`src/rtl/eau_pkg.sv`:
```
// Shared types and constants for the effective address unit.
// Used by eau_regfile, eau_agen and effective_address_unit; depends on nothing.

package eau_pkg;

   localparam int unsigned REG_COUNT = 16;
   localparam int unsigned REG_AW    = $clog2(REG_COUNT);

   // stack pointer register number within the address bank
   localparam logic [2:0] SP_REG = 3'd7;

   // commands
   localparam logic CMD_WRITE   = 1'b0;
   localparam logic CMD_RESOLVE = 1'b1;

   // addressing modes
   localparam logic [2:0] MODE_DN_DIRECT   = 3'd0;
   localparam logic [2:0] MODE_AN_DIRECT   = 3'd1;
   localparam logic [2:0] MODE_AN_INDIRECT = 3'd2;
   localparam logic [2:0] MODE_POSTINC     = 3'd3;
   localparam logic [2:0] MODE_PREDEC      = 3'd4;
   localparam logic [2:0] MODE_DISP        = 3'd5;
   localparam logic [2:0] MODE_INDEX       = 3'd6;
   localparam logic [2:0] MODE_SPECIAL     = 3'd7;

   // submodes of MODE_SPECIAL
   localparam logic [2:0] SUB_ABS_W  = 3'd0;
   localparam logic [2:0] SUB_ABS_L  = 3'd1;
   localparam logic [2:0] SUB_PCDISP = 3'd2;
   localparam logic [2:0] SUB_PCIDX  = 3'd3;
   localparam logic [2:0] SUB_IMM    = 3'd4;

   // operand sizes
   localparam logic [1:0] SZ_BYTE = 2'd0;
   localparam logic [1:0] SZ_WORD = 2'd1;

   // operand kinds
   localparam logic [1:0] KIND_DREG = 2'd0;
   localparam logic [1:0] KIND_AREG = 2'd1;
   localparam logic [1:0] KIND_MEM  = 2'd2;
   localparam logic [1:0] KIND_IMM  = 2'd3;

   // error codes
   localparam logic [2:0] ERR_NONE      = 3'd0;
   localparam logic [2:0] ERR_RANGE     = 3'd1;
   localparam logic [2:0] ERR_ODD       = 3'd2;
   localparam logic [2:0] ERR_BYTE_AREG = 3'd3;
   localparam logic [2:0] ERR_ILLEGAL   = 3'd4;

   // index extension word layout
   localparam int unsigned IDX_LONG_BIT = 11;
   localparam int unsigned IDX_REG_LSB  = 12;

   typedef struct packed {
      logic        command;
      logic [2:0]  mode;
      logic [2:0]  reg_req;
      logic [1:0]  size;
      logic [15:0] ext_word;
      logic [31:0] ext_long;
      logic [31:0] pc;
      logic [3:0]  write_index;
      logic [31:0] write_value;
   } req_type;

   typedef struct packed {
      logic [1:0]  kind;
      logic [2:0]  reg_number;
      logic [31:0] address;
      logic [1:0]  words_used;
      logic [2:0]  error_code;
   } rsp_type;

   typedef struct packed {
      logic              en;
      logic [REG_AW-1:0] idx;
      logic [31:0]       data;
   } wr_type;

endpackage

```
`src/rtl/eau_if.sv`:
```
// Request and response channel interfaces (valid/ready handshake).
// Field widths follow the effective address unit's request and response.

interface eau_req_if;
   logic        valid;
   logic        ready;
   logic        command;
   logic [2:0]  mode;
   logic [2:0]  reg_req;
   logic [1:0]  size;
   logic [15:0] ext_word;
   logic [31:0] ext_long;
   logic [31:0] pc;
   logic [3:0]  write_index;
   logic [31:0] write_value;

   modport source (
      output valid, command, mode, reg_req, size, ext_word, ext_long, pc,
             write_index, write_value,
      input  ready
   );
   modport sink (
      input  valid, command, mode, reg_req, size, ext_word, ext_long, pc,
             write_index, write_value,
      output ready
   );
endinterface

interface eau_rsp_if;
   logic        valid;
   logic        ready;
   logic [1:0]  kind;
   logic [2:0]  reg_number;
   logic [31:0] address;
   logic [1:0]  words_used;
   logic [2:0]  error_code;

   modport source (
      output valid, kind, reg_number, address, words_used, error_code,
      input  ready
   );
   modport sink (
      input  valid, kind, reg_number, address, words_used, error_code,
      output ready
   );
endinterface

```
`src/rtl/eau_ram.sv`:
```
// Generic single-write, single-read synchronous RAM with registered read.
// Read during write to the same entry returns the old contents.

module eau_ram #(
   parameter int unsigned DATA_WIDTH = 32,
   parameter int unsigned DEPTH      = 16
) (
   input  logic                         clock,
   input  logic                         wr_en,
   input  logic [$clog2(DEPTH)-1:0]     wr_addr,
   input  logic [DATA_WIDTH-1:0]        wr_data,
   input  logic                         rd_en,
   input  logic [$clog2(DEPTH)-1:0]     rd_addr,
   output logic [DATA_WIDTH-1:0]        rd_data
);

   logic [DATA_WIDTH-1:0] mem [DEPTH];
   logic [DATA_WIDTH-1:0] rd_data_ff;

   always_ff @(posedge clock) begin
      if (wr_en) begin
         mem[wr_addr] <= wr_data;
      end
      if (rd_en) begin
         rd_data_ff <= mem[rd_addr];
      end
   end

   assign rd_data = rd_data_ff;

endmodule

```
`src/rtl/eau_regfile.sv`:
```
// Register file: two RAM copies give two read ports, valid bits stand in
// for the all-zero reset, and a same-edge write is forwarded to the reads.
// Depends on eau_pkg and eau_ram.

module eau_regfile (
   input  logic                         clock,
   input  logic                         reset,
   input  logic                         rd_en,
   input  logic [eau_pkg::REG_AW-1:0]   rd_a_addr,
   input  logic [eau_pkg::REG_AW-1:0]   rd_b_addr,
   input  eau_pkg::wr_type              wr,
   output logic [31:0]                  rd_a_data,
   output logic [31:0]                  rd_b_data
);

   logic [eau_pkg::REG_COUNT-1:0] valid_ff;
   logic [eau_pkg::REG_COUNT-1:0] valid_in;
   logic        a_vld_ff, b_vld_ff;
   logic        a_hit_ff, b_hit_ff;
   logic [31:0] fwd_data_ff;
   logic [31:0] ram_a_q, ram_b_q;

   eau_ram #(.DATA_WIDTH(32), .DEPTH(eau_pkg::REG_COUNT)) u_ram_a (
      .clock   (clock),
      .wr_en   (wr.en),
      .wr_addr (wr.idx),
      .wr_data (wr.data),
      .rd_en   (rd_en),
      .rd_addr (rd_a_addr),
      .rd_data (ram_a_q)
   );

   eau_ram #(.DATA_WIDTH(32), .DEPTH(eau_pkg::REG_COUNT)) u_ram_b (
      .clock   (clock),
      .wr_en   (wr.en),
      .wr_addr (wr.idx),
      .wr_data (wr.data),
      .rd_en   (rd_en),
      .rd_addr (rd_b_addr),
      .rd_data (ram_b_q)
   );

   always_comb begin
      valid_in = valid_ff;
      if (wr.en) begin
         valid_in[wr.idx] = 1'b1;
      end
   end

   always_ff @(posedge clock) begin
      if (reset) begin
         valid_ff <= '0;
      end else begin
         valid_ff <= valid_in;
      end
   end

   // read side status is captured with the read and held while the reader stalls
   always_ff @(posedge clock) begin
      if (rd_en) begin
         a_vld_ff    <= valid_ff[rd_a_addr];
         b_vld_ff    <= valid_ff[rd_b_addr];
         a_hit_ff    <= wr.en && (wr.idx == rd_a_addr);
         b_hit_ff    <= wr.en && (wr.idx == rd_b_addr);
         fwd_data_ff <= wr.data;
      end
   end

   assign rd_a_data = a_hit_ff ? fwd_data_ff : (a_vld_ff ? ram_a_q : 32'd0);
   assign rd_b_data = b_hit_ff ? fwd_data_ff : (b_vld_ff ? ram_b_q : 32'd0);

endmodule

```
`src/rtl/eau_agen.sv`:
```
// Address generation: decodes mode/submode, forms the operand address,
// checks range and alignment, and builds the register write-back.
// Depends on eau_pkg.

module eau_agen (
   input  eau_pkg::req_type  req,
   input  logic [31:0]       an_val,
   input  logic [31:0]       idx_val,
   input  logic [31:0]       last_addr,
   output eau_pkg::rsp_type  rsp,
   output eau_pkg::wr_type   wb
);

   function automatic logic [2:0] mem_check(input logic [31:0] ad, input logic byte_op,
                                            input logic [31:0] last);
      logic [2:0] e;
      e = eau_pkg::ERR_NONE;
      if (ad > last) begin
         e = eau_pkg::ERR_RANGE;
      end else if (!byte_op && ad[0]) begin
         e = eau_pkg::ERR_ODD;
      end
      return e;
   endfunction

   logic        byte_op;
   logic [2:0]  step;
   logic [31:0] disp16;
   logic [31:0] xval;
   logic [31:0] idx_term;
   logic [31:0] base;
   logic [31:0] offset;
   logic [31:0] ea;
   logic [31:0] an_inc;
   logic [31:0] an_dec;
   logic        special;

   always_comb begin
      byte_op = (req.size == eau_pkg::SZ_BYTE);
      // size 3 acts as long; byte steps on A7 keep the stack even
      if (req.size[1]) begin
         step = 3'd4;
      end else if (req.size == eau_pkg::SZ_WORD || req.reg_req == eau_pkg::SP_REG) begin
         step = 3'd2;
      end else begin
         step = 3'd1;
      end
      an_inc = an_val + {29'd0, step};
      an_dec = an_val - {29'd0, step};

      disp16 = {{16{req.ext_word[15]}}, req.ext_word};
      xval   = req.ext_word[eau_pkg::IDX_LONG_BIT] ? idx_val
                                                   : {{16{idx_val[15]}}, idx_val[15:0]};
      idx_term = xval + {{24{req.ext_word[7]}}, req.ext_word[7:0]};

      special = (req.mode == eau_pkg::MODE_SPECIAL);
      if (!special) begin
         base = an_val;
      end else if (req.reg_req == eau_pkg::SUB_PCDISP || req.reg_req == eau_pkg::SUB_PCIDX) begin
         base = req.pc;
      end else begin
         base = 32'd0;
      end
      if (req.mode == eau_pkg::MODE_INDEX || (special && req.reg_req == eau_pkg::SUB_PCIDX)) begin
         offset = idx_term;
      end else begin
         offset = disp16;
      end
      ea = base + offset;
   end

   always_comb begin
      rsp            = '0;
      rsp.kind       = eau_pkg::KIND_MEM;
      wb             = '0;
      wb.idx         = {1'b1, req.reg_req};
      case (req.mode)
         eau_pkg::MODE_DN_DIRECT: begin
            rsp.kind       = eau_pkg::KIND_DREG;
            rsp.reg_number = req.reg_req;
         end
         eau_pkg::MODE_AN_DIRECT: begin
            rsp.kind       = eau_pkg::KIND_AREG;
            rsp.reg_number = req.reg_req;
            if (byte_op) begin
               rsp.error_code = eau_pkg::ERR_BYTE_AREG;
            end
         end
         eau_pkg::MODE_AN_INDIRECT: begin
            rsp.address    = an_val;
            rsp.error_code = mem_check(an_val, byte_op, last_addr);
         end
         eau_pkg::MODE_POSTINC: begin
            rsp.address    = an_val;
            rsp.error_code = mem_check(an_val, byte_op, last_addr);
            wb.en          = (rsp.error_code == eau_pkg::ERR_NONE);
            wb.data        = an_inc;
         end
         eau_pkg::MODE_PREDEC: begin
            rsp.address    = an_dec;
            rsp.error_code = mem_check(an_dec, byte_op, last_addr);
            wb.en          = (rsp.error_code == eau_pkg::ERR_NONE);
            wb.data        = an_dec;
         end
         eau_pkg::MODE_DISP, eau_pkg::MODE_INDEX: begin
            rsp.address    = ea;
            rsp.words_used = 2'd1;
            rsp.error_code = mem_check(ea, byte_op, last_addr);
         end
         default: begin
            case (req.reg_req)
               eau_pkg::SUB_ABS_W, eau_pkg::SUB_PCDISP, eau_pkg::SUB_PCIDX: begin
                  rsp.address    = ea;
                  rsp.words_used = 2'd1;
                  rsp.error_code = mem_check(ea, byte_op, last_addr);
               end
               eau_pkg::SUB_ABS_L: begin
                  rsp.address    = req.ext_long;
                  rsp.words_used = 2'd2;
                  rsp.error_code = mem_check(req.ext_long, byte_op, last_addr);
               end
               eau_pkg::SUB_IMM: begin
                  rsp.kind = eau_pkg::KIND_IMM;
                  // a byte immediate sits in the low byte of its word
                  rsp.address    = req.pc + {31'd0, byte_op};
                  rsp.words_used = req.size[1] ? 2'd2 : 2'd1;
               end
               default: begin
                  rsp.kind       = eau_pkg::KIND_DREG;
                  rsp.error_code = eau_pkg::ERR_ILLEGAL;
               end
            endcase
         end
      endcase

      if (req.command == eau_pkg::CMD_WRITE) begin
         wb.en   = 1'b1;
         wb.idx  = req.write_index;
         wb.data = req.write_value;
      end
   end

endmodule

```
`src/rtl/effective_address_unit.sv`:
```
// Effective address unit: register file in RAM, address generation, output register.
// An accepted request is registered in s1_req_ff; its response is registered in rsp_data_ff.
// Throughput: one request per cycle unless responses stall; forwarding of write-back
// lets requests run back to back. Reset clears the register valid bits (all registers
// read as zero) and sets the memory limit to all ones; there is no clearing pass.
// Write requests give no response. Depends on eau_pkg, eau_if, eau_regfile, eau_agen.

module effective_address_unit (
   input  logic          clock,
   input  logic          reset,
   eau_req_if.sink       req_chan,
   eau_rsp_if.source     rsp_chan,
   input  logic          csr_write_en,
   input  logic [31:0]   csr_write_data
);

   logic              req_accept;
   eau_pkg::req_type  req_in;
   eau_pkg::req_type  s1_req_ff;
   logic              s1_valid_ff, s1_valid_in;
   logic              s1_advance;
   logic              out_free;
   logic              rsp_valid_ff, rsp_valid_in;
   eau_pkg::rsp_type  rsp_data_ff;
   eau_pkg::rsp_type  agen_rsp;
   eau_pkg::wr_type   agen_wb;
   eau_pkg::wr_type   rf_wr;
   logic [31:0]       an_val, idx_val;
   logic [31:0]       mem_last_ff;

   assign req_in.command     = req_chan.command;
   assign req_in.mode        = req_chan.mode;
   assign req_in.reg_req     = req_chan.reg_req;
   assign req_in.size        = req_chan.size;
   assign req_in.ext_word    = req_chan.ext_word;
   assign req_in.ext_long    = req_chan.ext_long;
   assign req_in.pc          = req_chan.pc;
   assign req_in.write_index = req_chan.write_index;
   assign req_in.write_value = req_chan.write_value;

   // writes retire without a response slot
   assign out_free   = !rsp_valid_ff || rsp_chan.ready;
   assign s1_advance = s1_valid_ff &&
                       (s1_req_ff.command == eau_pkg::CMD_WRITE || out_free);
   assign req_chan.ready = !s1_valid_ff || s1_advance;
   assign req_accept     = req_chan.valid && req_chan.ready;

   eau_regfile u_regfile (
      .clock     (clock),
      .reset     (reset),
      .rd_en     (req_accept),
      .rd_a_addr ({1'b1, req_chan.reg_req}),
      .rd_b_addr (req_chan.ext_word[eau_pkg::IDX_REG_LSB +: eau_pkg::REG_AW]),
      .wr        (rf_wr),
      .rd_a_data (an_val),
      .rd_b_data (idx_val)
   );

   eau_agen u_agen (
      .req       (s1_req_ff),
      .an_val    (an_val),
      .idx_val   (idx_val),
      .last_addr (mem_last_ff),
      .rsp       (agen_rsp),
      .wb        (agen_wb)
   );

   always_comb begin
      rf_wr    = agen_wb;
      rf_wr.en = agen_wb.en && s1_advance;
   end

   always_comb begin
      s1_valid_in = s1_valid_ff;
      if (req_accept) begin
         s1_valid_in = 1'b1;
      end else if (s1_advance) begin
         s1_valid_in = 1'b0;
      end

      rsp_valid_in = rsp_valid_ff;
      if (s1_advance && s1_req_ff.command == eau_pkg::CMD_RESOLVE) begin
         rsp_valid_in = 1'b1;
      end else if (rsp_chan.ready) begin
         rsp_valid_in = 1'b0;
      end
   end

   always_ff @(posedge clock) begin
      if (reset) begin
         s1_valid_ff  <= 1'b0;
         rsp_valid_ff <= 1'b0;
         mem_last_ff  <= '1;
      end else begin
         s1_valid_ff  <= s1_valid_in;
         rsp_valid_ff <= rsp_valid_in;
         if (csr_write_en) begin
            mem_last_ff <= csr_write_data;
         end
      end
   end

   always_ff @(posedge clock) begin
      if (req_accept) begin
         s1_req_ff <= req_in;
      end
      if (s1_advance && s1_req_ff.command == eau_pkg::CMD_RESOLVE) begin
         rsp_data_ff <= agen_rsp;
      end
   end

   assign rsp_chan.valid      = rsp_valid_ff;
   assign rsp_chan.kind       = rsp_data_ff.kind;
   assign rsp_chan.reg_number = rsp_data_ff.reg_number;
   assign rsp_chan.address    = rsp_data_ff.address;
   assign rsp_chan.words_used = rsp_data_ff.words_used;
   assign rsp_chan.error_code = rsp_data_ff.error_code;

endmodule
```
`src/flat_wrapper.sv`:
```
// flat-port wrapper written by rule: the top's interface ports become plain ports
module effective_address_unit_flat 
  (clock, reset, csr_write_en, csr_write_data, req_chan_valid, req_chan_command, req_chan_mode, req_chan_reg_req, req_chan_size, req_chan_ext_word, req_chan_ext_long, req_chan_pc, req_chan_write_index, req_chan_write_value, req_chan_ready, rsp_chan_valid, rsp_chan_kind, rsp_chan_reg_number, rsp_chan_address, rsp_chan_words_used, rsp_chan_error_code, rsp_chan_ready);
  eau_req_if req_chan_i ();
  eau_rsp_if rsp_chan_i ();
  input  logic clock;
  input  logic reset;
  input  logic csr_write_en;
  input  logic [31:0] csr_write_data;
  input wire logic [$bits(req_chan_i.valid)-1:0] req_chan_valid;
  input wire logic [$bits(req_chan_i.command)-1:0] req_chan_command;
  input wire logic [$bits(req_chan_i.mode)-1:0] req_chan_mode;
  input wire logic [$bits(req_chan_i.reg_req)-1:0] req_chan_reg_req;
  input wire logic [$bits(req_chan_i.size)-1:0] req_chan_size;
  input wire logic [$bits(req_chan_i.ext_word)-1:0] req_chan_ext_word;
  input wire logic [$bits(req_chan_i.ext_long)-1:0] req_chan_ext_long;
  input wire logic [$bits(req_chan_i.pc)-1:0] req_chan_pc;
  input wire logic [$bits(req_chan_i.write_index)-1:0] req_chan_write_index;
  input wire logic [$bits(req_chan_i.write_value)-1:0] req_chan_write_value;
  output wire logic [$bits(req_chan_i.ready)-1:0] req_chan_ready;
  output wire logic [$bits(rsp_chan_i.valid)-1:0] rsp_chan_valid;
  output wire logic [$bits(rsp_chan_i.kind)-1:0] rsp_chan_kind;
  output wire logic [$bits(rsp_chan_i.reg_number)-1:0] rsp_chan_reg_number;
  output wire logic [$bits(rsp_chan_i.address)-1:0] rsp_chan_address;
  output wire logic [$bits(rsp_chan_i.words_used)-1:0] rsp_chan_words_used;
  output wire logic [$bits(rsp_chan_i.error_code)-1:0] rsp_chan_error_code;
  input wire logic [$bits(rsp_chan_i.ready)-1:0] rsp_chan_ready;
  assign req_chan_i.valid = req_chan_valid;
  assign req_chan_i.command = req_chan_command;
  assign req_chan_i.mode = req_chan_mode;
  assign req_chan_i.reg_req = req_chan_reg_req;
  assign req_chan_i.size = req_chan_size;
  assign req_chan_i.ext_word = req_chan_ext_word;
  assign req_chan_i.ext_long = req_chan_ext_long;
  assign req_chan_i.pc = req_chan_pc;
  assign req_chan_i.write_index = req_chan_write_index;
  assign req_chan_i.write_value = req_chan_write_value;
  assign req_chan_ready = req_chan_i.ready;
  assign rsp_chan_valid = rsp_chan_i.valid;
  assign rsp_chan_kind = rsp_chan_i.kind;
  assign rsp_chan_reg_number = rsp_chan_i.reg_number;
  assign rsp_chan_address = rsp_chan_i.address;
  assign rsp_chan_words_used = rsp_chan_i.words_used;
  assign rsp_chan_error_code = rsp_chan_i.error_code;
  assign rsp_chan_i.ready = rsp_chan_ready;
  effective_address_unit u_core (.clock(clock), .reset(reset), .req_chan(req_chan_i), .rsp_chan(rsp_chan_i), .csr_write_en(csr_write_en), .csr_write_data(csr_write_data));
endmodule
```
`config.mk`:
```
export PLATFORM = sky130hd
export DESIGN_NAME = effective_address_unit_flat
export DESIGN_NICKNAME = d
export VERILOG_FILES = /design/src/rtl/eau_pkg.sv /design/src/rtl/eau_if.sv /design/src/rtl/eau_ram.sv /design/src/rtl/eau_regfile.sv /design/src/rtl/eau_agen.sv /design/src/rtl/effective_address_unit.sv /design/src/flat_wrapper.sv
export SDC_FILE = /design/constraint.sdc
export NUM_CORES = 1
export LEC_CHECK = 0
export BUFFER_PORTS_ARGS = -buffer_cell sky130_fd_sc_hd__buf_2
export CAP_MARGIN = 20
export CORE_MARGIN = 1.5
export CORE_UTILIZATION = 35
export CTS_CLUSTER_SIZE = 30
export DETAILED_ROUTE_END_ITERATION = 8
export SETUP_SLACK_MARGIN = 0.5
export SLEW_MARGIN = 20
export SYNTH_ARGS = -nofsm -noshare
export SYNTH_HDL_FRONTEND = slang
export SYNTH_SLANG_ARGS = --single-unit
```
`constraint.sdc`:
```
create_clock -name clock -period 17 [get_ports clock]
set_input_delay 0 -clock clock [delete_from_list [all_inputs] [get_ports clock]]
set_output_delay 0 -clock clock [all_outputs]
set_load 0.1 [all_outputs]
```
Word-level counts from Yosys, hierarchy flattened
Memories as Yosys holds them, arrays and structs flattened. A register that Yosys moved wholly into a read port is not among the register bits.
Cells that the tools add are included.
{ "word_totals": {"wordCells": 134, "reg_bits": 253, "in_bits": 162, "latchBits": 0, "mem_bits_ro": 0, "ram_bits": 1024, "out_inout_bits": 44, "memories": 2} }
{ "op_classes": {"mux": 44, "bitwise_logic": 2, "n_eq_ne": 15, "shift": 0, "magnitude_cmp": 8, "addsub": 5, "div_mod_pow": 0, "n_mul": 0, "n_reduce_logical": 35} }
{ "memory_table": {"columns": ["name", "words", "width", "read_ports", "rd_ports_with_merged_regs", "write_ports", "line", "text"], "rows": [
  ["u_core.u_regfile.u_ram_a.mem", 16, 32, 1, 1, 1, "eau_ram.sv:17", "logic [DATA_WIDTH-1:0] mem [DEPTH];"],
  ["u_core.u_regfile.u_ram_b.mem", 16, 32, 1, 1, 1, "eau_ram.sv:17", null]
]} }
{ "ops": {"columns": ["cell", "n"], "rows": [
  ["32-bit two-way mux", 8],
  ["32-bit > comparator", 4],
  ["32-bit one-hot mux with 4 select lines", 1],
  ["34-bit one-hot mux with 3 select lines", 1],
  ["32-bit adder", 2],
  ["32-bit one-hot mux with 2 select lines", 1],
  ["37-bit two-way mux", 1],
  ["32-bit by 1-bit adder with 32-bit output", 1],
  ["32-bit by 3-bit adder with 32-bit output", 1],
  ["32-bit by 3-bit subtractor with 32-bit output", 1],
  ["3-bit == test, second input constant", 6],
  ["3-bit two-way mux", 6],
  ["3-bit one-hot mux with 6 select lines", 1],
  ["2-bit two-way mux", 8],
  ["16-bit bitwise OR", 1],
  ["4-bit by 5-bit < comparator with 1-bit output, second input constant", 3],
  ["3-bit by 2-bit == test with 1-bit output, second input constant", 4],
  ["1-bit logical AND", 12],
  ["3-bit logical NOT", 4],
  ["5-bit OR reduction", 2],
  ["1-bit two-way mux", 9],
  ["3-bit one-hot mux with 3 select lines", 1],
  ["4-bit == test", 2],
  ["2-bit one-hot mux with 2 select lines", 2],
  ["16 further kinds", 27]
]} }

Depth between registers and ports, before layout
Gate-level depths: netlist (run 1).
{ "depth": {"ltp_word": 17, "depth_mapped": 37, "depth_no_buf": 35} }

Cells and area by module
Synthesis (run 1) repeated with hierarchy kept, for this count alone.
{ "unflattened": {"cells_unflattened": 3856, "area_unflattened_um2": 60431.7} }
{ "modules_own_cells": {"columns": ["mod", "cells_each", "area_per_inst_um2", "n_inst"], "rows": [
  ["eau_ram", 838, 20155.6, 2],
  ["eau_agen", 1682, 11153.2, 1],
  ["effective_address_unit", 288, 6321.1, 1],
  ["eau_regfile", 210, 2646.3, 1]
]} }

Worst setup path before layout (run 1)
OpenSTA, ideal clock, no wires.
{ "synth_timing": {"path_kind": "reg-to-reg", "start": "register u_core.s1_req_ff[124] (netlist bit)", "end": "register u_core.s1_req_ff[0] (netlist bit) (enable)", "path_slack_ns": 2.918, "stages_incl_launch_ff": 5, "path_buffers": 3, "t_arrival_ns": 13.138, "cell_sequence": "edfxtp_1 -> clkbuf_1 -> clkbuf_1 -> clkbuf_1 -> a31oi_1"} }
{ "synth_between": {"elab_chain_cells": 5} }
{ "synth_lines": {"columns": ["item", "line", "text"], "rows": [
  ["start: declaration", "effective_address_unit.sv:19", "eau_pkg::req_type s1_req_ff;"],
  ["start signal: assignment", "effective_address_unit.sv:105", "s1_req_ff <= req_in;"],
  ["1-bit NOT", "effective_address_unit.sv:44", "(s1_req_ff.command == eau_pkg::CMD_WRITE || out_free);"],
  ["1-bit logical OR", "effective_address_unit.sv:44", null],
  ["1-bit logical AND", "effective_address_unit.sv:43", "assign s1_advance = s1_valid_ff &&"],
  ["1-bit logical OR", "effective_address_unit.sv:45", "assign req_chan.ready = !s1_valid_ff || s1_advance;"],
  ["1-bit logical AND", "effective_address_unit.sv:46", "assign req_accept = req_chan.valid && req_chan.ready;"],
  ["net u_core.req_accept", "effective_address_unit.sv:17", "logic req_accept;"]
]} }
The timed path passes the listed nets, and every way through them passes these cells.
A chain may end at the register's enable or synchronous reset.

Worst setup path in the final report (run 1)
{ "layout_timing": {"start": "register u_core.u_regfile.a_hit_ff", "end": "memory u_core.u_regfile.u_ram_a.mem[14][24] (enable)"} }
{ "layout_between": {"elab_chain_cells": 12} }
{ "layout_lines": {"columns": ["item", "line", "text"], "rows": [
  ["start: declaration", "eau_regfile.sv:19", "logic a_hit_ff, b_hit_ff;"],
  ["start signal: assignment", "eau_regfile.sv:63", "a_hit_ff <= wr.en && (wr.idx == rd_a_addr);"],
  ["32-bit two-way mux (*)", "eau_regfile.sv:69", "assign rd_a_data = a_hit_ff ? fwd_data_ff : (a_vld_ff ? ram_a_q : 32'd0);"],
  ["parallel branches: the longest is 6 deep, another holds 32-bit by 3-bit subtractor with 32-bit output", null, null],
  ["1-bit one-hot mux with 2 select lines (*)", "eau_agen.sv:77", "case (req.mode)"],
  ["37-bit two-way mux (*)", "eau_agen.sv:136", "if (req.command == eau_pkg::CMD_WRITE) begin"],
  ["1-bit logical AND (*)", "effective_address_unit.sv:70", "rf_wr.en = agen_wb.en && s1_advance;"],
  ["1-bit two-way mux (*)", "eau_ram.sv:21", "if (wr_en) begin"],
  ["1-bit two-way mux (implied by the code) (*)", "eau_ram.sv:22", "mem[wr_addr] <= wr_data;"],
  ["end: declaration", "eau_ram.sv:17", null]
]} }
Every way passes the cells marked *. The select of a mux whose other input is x is not followed.

==> results.md, run 1 <==
* Status: finished, final reports clean
* Wirelength per Cell at 25.64 µm
* WP data required at 17.31 ns
* Synth Flop Type: edfxtp_1
* Slew @ Worst Pin at 1.142 ns
* Fmax achieved at 113.8 MHz
* PnR worst setup slack at 8.212 ns
* Hold Violations, Final at 0
* Post-synthesis cell area at 0.04249 mm²
* Top Ports at 206
* Critical path arrival at 9.10 ns
* Sequential-to-total area share from yosys stat at 57.40%
* Startpoint Class: flip-flop
* Total number of vias at 29330
* Non-Filler Instances at 5186
* Largest net degree at the start of global routing at 176
* Pre-CTS setup slack at roughly 8.4 ns
* CTS root buf: clkbuf_16
* Final core utilization at 42.72%
* Critical path's top delay family: simple AND/OR/NAND/NOR gates
* Synth top area share at 55.05%
* Max-cap violation count at 0
* Critical Path Fanout Max at 32
* Dominant cells by area after synthesis: edfxtp_1 55%, mux4_2 12%, ha_1 5.9%, dfxtp_1 2.4%, xnor2_1 2.0%
* Area Growth Syn to Fin at 20.76%
* CTS Sinks at 829
* Syn Nets at 3376
* Post-DP HPWL at around 90000 µm
* Post-route ant nets at 0
* Grt ovf at 0
* Post-synthesis cell type count at 85
* Post-CTS Resized at 0
* Clk Latency, worst-skew pair at 0.72 ns
* Power per cell area at 98.40 mW/mm²
* Die W at 351.4 µm
* Crit. End Element: flip-flop
* Vias per cell at 5.656
* Post-placement cell count at 4741
* Synth Register Bits at 829
* RSZ-0062 raised after global routing: no
* Most frequent cells in the layout: 779 x edfxtp_1, 279 x dlygate4sd3_1, 231 x mux4_2
* CTS H-tree depth at 3
* Clock-pin slew on the worst setup and hold paths at 0.08 ns
* Tcrit/Tclk final at 51.70%
* Post-route cell area at 0.05132 mm²
* Detailed Routing Iterations Pass 1 at 6
* Worst slew margin at between 20% and 30%
* Worst path slowest cell: edfxtp_1
* DRT iter0 DRCs at 3016
* Detailed Route WL at approximately 130000 µm
* Placer Congestion at 0.9662
* EDFF count, synth at 779
* Initial Utilization at between 30% and 40%
* Count of final setup violators at 0
* Commonest non-fill, non-tap cell in the layout: edfxtp_1
* Die area at around 0.12 mm²
* Synthesized area per cell at 14.12 µm²
* Leakage at 18.49 nW
* Max-slew violations at 0
* Core area at 0.1201 mm²
* Gate Count Post-Synth at 3009
* Post-synth top area cell: edfxtp_1
* Peak supply drop at just over 0.00009 V
* Worst Path Buf+Inv at 3
* Worst clock skew at 0.04183 ns
* Ys Warns at 0
* Port bufs at approximately 210
* Total track usage at roughly a fifth
* CP Class: reg -> reg
* Cts bufs inserted at 89
* Bufs on Longest Clock Path at 3
* Setup TNS at 0 ns
* Slowest stage delay, CP at ~1 ns
* Ratio of cells with drive above 1 in the final layout at between 20 and 25%
* Dpl cell area at roughly 0.046 mm²
* Worst Hold Slack at 0.02343 ns
* Initial antenna violation count at 6
* Vias in the first global route at 29240
* Critical-path cell list: buf_4 -> nor2b_4 -> buf_4 -> a22o_1 -> ha_1 -> o21bai_1 -> and3_1 -> nand4_1 -> or3_1 -> nor4_4 -> xnor2_1 -> ha_1 -> nand4_1 -> or2_2 -> or4b_1 -> or3_1 -> nor3_1 -> o211ai_1 -> a31oi_1 -> o21bai_1 -> inv_2
* Async SR Flop Fraction at 0%
* Min Tclk post-route at 8.788 ns
* Hold crit path type: in -> reg
* Tot Pwr at around 5 mW
* Nets@finish at 3868
* First-pass GRT wire length at between 150000 and 200000 µm
* CTS tree: done
* Die Ht at 351.4 µm
* DRC Markers at 0
* FP Rows at around 130
## path summary, 6_finish.rpt
path,startpoint,endpoint,slack [ns],cells past startpoint
hold / removal,req_chan_pc[31],u_core.s1_req_ff[67],0.02,2
setup reg to reg,u_core.u_regfile.a_hit_ff,u_core.u_regfile.u_ram_a.mem[14][24],8.21,21
setup / recovery,u_core.u_regfile.a_hit_ff,u_core.u_regfile.u_ram_a.mem[14][24],8.21,21
hold reg to reg,u_core.u_regfile.valid_ff[6],u_core.u_regfile.valid_ff[6],0.47,2
## power breakdown
group	switching (mW)	leakage, nW	internal (mW)	total [mW]
Sequential	0.0453	7.66	2.31	2.36
Clock	0.826	1.37	1.07	1.90
Combinational	0.480	9.46	0.314	0.795
## Yosys cell counts (all sizes together) (24+ instances only)
| cell type | number |
|---|---|
| xnor2 | 98 |
| a22o | 24 |
| nor3 | 30 |
| xor2 | 33 |
| buf | 42 |
| inv | 111 |
| o21ai | 155 |
| a21o | 59 |
| mux2 | 38 |
| nand3 | 54 |
| nor2 | 179 |
| nand4 | 41 |
| clkbuf | 111 |
| a21oi | 136 |
| mux4 | 231 |
| nor2b | 30 |
| dfxtp | 50 |
| nand2 | 189 |
| ha | 201 |
| a22oi | 63 |
| o211ai | 45 |
| edfxtp | 779 |
## worst register-to-register path, delay by kind of cell, from the launching register on
kind,cells,cell delay [ns]
DFF,1,0.99
and+or+nand+nor,10,3.40
buffers and inverters,3,1.55
AOI/OAI and AO/OA,5,1.51
adders and majority gates,2,0.76
xor gates and xnor gates,1,0.16
## state kept, by name, indices dropped and copies added, names as in the netlist
name / flops
u_core.rsp_chan.kind: 2
u_core.u_regfile.a_vld_ff: 1
u_core.s1_valid_ff: 1
u_core.u_regfile.u_ram_a.rd_data: 32
u_core.mem_last_ff: 32
u_core.rsp_chan.address: 32
u_core.u_regfile.b_vld_ff: 1
u_core.u_regfile.valid_ff: 16
u_core.rsp_chan.valid: 1
u_core.u_regfile.u_ram_b.rd_data: 32
u_core.u_regfile.b_hit_ff: 1
u_core.rsp_chan.error_code: 3
u_core.u_regfile.u_ram_b.mem: 416
u_core.u_regfile.u_ram_a.mem: 96
u_core.rsp_chan.reg_number: 3
u_core.u_regfile.fwd_data_ff: 32
u_core.s1_req_ff: 125
u_core.u_regfile.a_hit_ff: 1
u_core.rsp_chan.words_used: 2
## area by class of cell
cell class	count	area (µm²)
clock inverter	48	456.7
antenna	1	2.502
clock buffer	115	2407
sequential	829	24390
fill	10820	68810
inverter	113	424.2
tap	1612	2017
timing repair buffer	554	4395
multi-input combinational	1914	17220
## routing by layer
| layer | part of all wire (%) | wire length (µm) | vias up | GRT usage [%] |
|---|---|---|---|---|
| met4 | 3.1 | 4184 | 6 | 6.800 |
| met3 | 8.4 | 11100 | 247 | 4.056 |
| met5 | 0.035 | 47 | - | 0 |
| li1 | - | - | 12950 | - |
| met1 | 43 | 56540 | 14780 | 29.33 |
| met2 | 46 | 61090 | 1344 | 33.99 |
## logic make-up after synthesis
kind of cell / share of synthesized area, %
compound gates: 10.88
xor+xnor: 2.753
fa+ha+maj: 6.107
buf+inv: 2.461
flops: 57.40
mux: 13.39
simple gates: 7.005
## timing repair
action / in CTS / in global routing
hold buffers: 279 / 0
endpoints found under the setup margin: 0 / 0
hold endpoints to repair: 172 / 0
buffers inserted: 0 / 0
(Power assumes the default switching activity.)
==> run 2, diff against run 1 <==
==> constraint.sdc (replaced) <==
create_clock -name clock -period 8.33 [get_ports clock]
set_input_delay 0 -clock clock [delete_from_list [all_inputs] [get_ports clock]]
set_output_delay 0 -clock clock [all_outputs]
set_load 0.1 [all_outputs]
==> results.md, run 2 (same netlist as run 1, synthesis figures left out) <==
* Most frequent cells in the layout: 779 x edfxtp_1, 267 x dlygate4sd3_1, 231 x mux4_2
* Peak supply drop at 0.0001709 V
* CP most frequent cell: nand4_1
* Placer Congestion at between 0.9 and 1
* Cts bufs inserted at 91
* Worst clock skew at 0.03608 ns
* Crit. End Element: flip-flop
* CP Class: reg -> reg
* WP data required at slightly below 9 ns
* Pre-CTS setup slack at 0.2035 ns
* Total track usage at 21.30%
* Fmax achieved at 129.9 MHz
* Max reg flops at 416
* Min Tclk post-route at 7.701 ns
* Hold Violations, Final at 0
* Largest register by flop count: u_core.u_regfile.u_ram_b.mem
* Die W at 351.4 µm
* DRC Markers at 0
* Max-cap violation count at 0
* Total number of vias at 29420
* Worst path slowest cell: o21ai_0
* Slew @ Worst Pin at ~1.3 ns
* Initial antenna violation count at 11
* Top flop regs: u_core.u_regfile.u_ram_b.mem: 416 flops, u_core.s1_req_ff: 125 flops, u_core.u_regfile.u_ram_a.mem: 96 flops
* Vias in the first global route at 29520
* Detailed Routing Iterations Pass 1 at 7
* Top Ports at 206
* Die Ht at 351.4 µm
* R2R depth at 23
* Count of final setup violators at 0
* CTS tree: done
* Critical path arrival at 8.26 ns
* Worst setup path startpoint: u_core.u_regfile.a_vld_ff
* Setup TNS at 0 ns
* Layout fillers at about 11000
* Leakage at ~19 nW
* Die area at 0.1235 mm²
* CTS H-tree depth at 3
* DRT iter0 DRCs at 2814
* FP Rows at 127
* Worst Path Buf+Inv at 3
* Post-DP HPWL at 90760 µm
* Critical path's top delay family: simple AND/OR/NAND/NOR gates
* First-pass GRT wire length at ~190000 µm
* Ratio of cells with drive above 1 in the final layout at 21.96%
* Max-slew violations at 0
* Slowest stage delay, CP at approximately 0.78 ns
* RSZ-0062 raised after global routing: yes
* Initial Utilization at 35.37%
* Worst hold start: req_chan_write_value[3]
* Largest net degree at the start of global routing at 85
* Grt ovf at 0
* CTS root buf: clkbuf_16
* Final core utilization at 43.17%
* Area Growth Syn to Fin at 22.05%
* Vias per cell at ~5.7
* Critical-path cell list: nand2_1 -> o21ai_0 -> inv_1 -> ha_1 -> nor2b_1 -> o21bai_1 -> and3_1 -> nand4_1 -> or3_1 -> nor2_1 -> xnor2_1 -> ha_1 -> nand4_1 -> or2_2 -> or4b_1 -> or3_1 -> nor3_1 -> buf_4 -> o211ai_1 -> nand4_1 -> nand2_1 -> a2111oi_0 -> buf_4
* Worst slew margin at about 17%
* Tcrit/Tclk final at 92.45%
* Detailed Route WL at 133300 µm
* Clk Latency, worst-skew pair at around 0.69 ns
* Core area at 0.1201 mm²
* Register Area at 0.02439 mm²
* Bufs on Longest Clock Path at 3
* Post-route ant nets at 0
* Power per cell area at 203.3 mW/mm²
* PnR worst setup slack at 0.6289 ns
* Status: finished, final reports clean
* Nets@finish at 3881
* Hold path depth at 2
* Worst path depth at 23
* Commonest non-fill, non-tap cell in the layout: edfxtp_1
* Wirelength per Cell at 25.63 µm
* CTS Sinks at 829
* Clock-pin slew on the worst setup and hold paths at 0.06 ns
* Hold crit path type: in -> reg
* Port bufs at roughly 210
* Startpoint Class: flip-flop
* Multi-input logic area at 0.01732 mm²
* Critical Path Fanout Max at 7
* RR Startpoint: u_core.u_regfile.a_vld_ff
[run 2: stage by stage]
stage          power, mW  area (µm²)  instances  hold WS [ns]
6_report           10.54       51860       5201       0.03521
3_3_place_gp       6.363       45970       4764        0.1771
4_1_cts            10.58       51750       5195    0.00005701
2_1_floorplan      5.870       42510       3009       0.06907
3_5_place_dp       6.370       45980       4764        0.1781
5_1_grt            10.91       51860       5199      0.004462
[run 2: power breakdown]
| group | internal (mW) | total [mW] | switching [mW] |
|---|---|---|---|
| clock network | 2.40 | 4.12 | 1.71 |
| logic | 0.647 | 1.63 | 0.980 |
| registers | 4.72 | 4.80 | 0.0824 |
[run 2: layer usage]
metal  wire length [µm]  global-route usage (%)
met5                 68                       0
met4               4888                   8.049
met3              10720                   3.877
met2              62660                   34.87
met1              54990                   28.16
[run 2: path summary, 6_finish.rpt]
kind,end,slack [ns]
hold reg to reg,u_core.u_regfile.valid_ff[1],0.46
setup reg to reg,u_core.u_regfile.b_hit_ff,0.63
setup / recovery,u_core.u_regfile.b_hit_ff,0.63
hold / removal,u_core.s1_req_ff[3],0.04
[run 2: repair_timing]
item,4_1_cts,5_1_grt
endpoints found under the hold margin,177,0
resized for setup,6,17
pin swaps,0,5
hold buffers,267,0
endpoints found under the setup margin,1,2
gates cloned,0,0
buffers inserted,1,1
[run 2: final cells by class]
class	instances	area share (%)
Tap cell	1612	3.889
Multi-Input combinational cell	1914	33.39
Timing Repair Buffer	565	8.936
Clock inverter	57	1.329
Antenna cell	5	0.02412
Clock buffer	106	4.579
Sequential cell	829	47.03
Inverter	113	0.8178
[run 2: worst register-to-register path, cell delays in order, from the launching register on]
cell       delay, ns
edfxtp_1        0.58
nand2_1         0.09
o21ai_0         0.78
inv_1           0.32
ha_1            0.32
nor2b_1         0.12
o21bai_1        0.09
and3_1          0.22
nand4_1         0.28
or3_1           0.49
nor2_1          0.13
xnor2_1         0.53
ha_1            0.24
nand4_1         0.10
or2_2           0.35
or4b_1          0.62
or3_1           0.38
nor3_1          0.23
buf_4           0.17
o211ai_1        0.13
nand4_1         0.33
nand2_1         0.14
a2111oi_0       0.69
buf_4           0.24
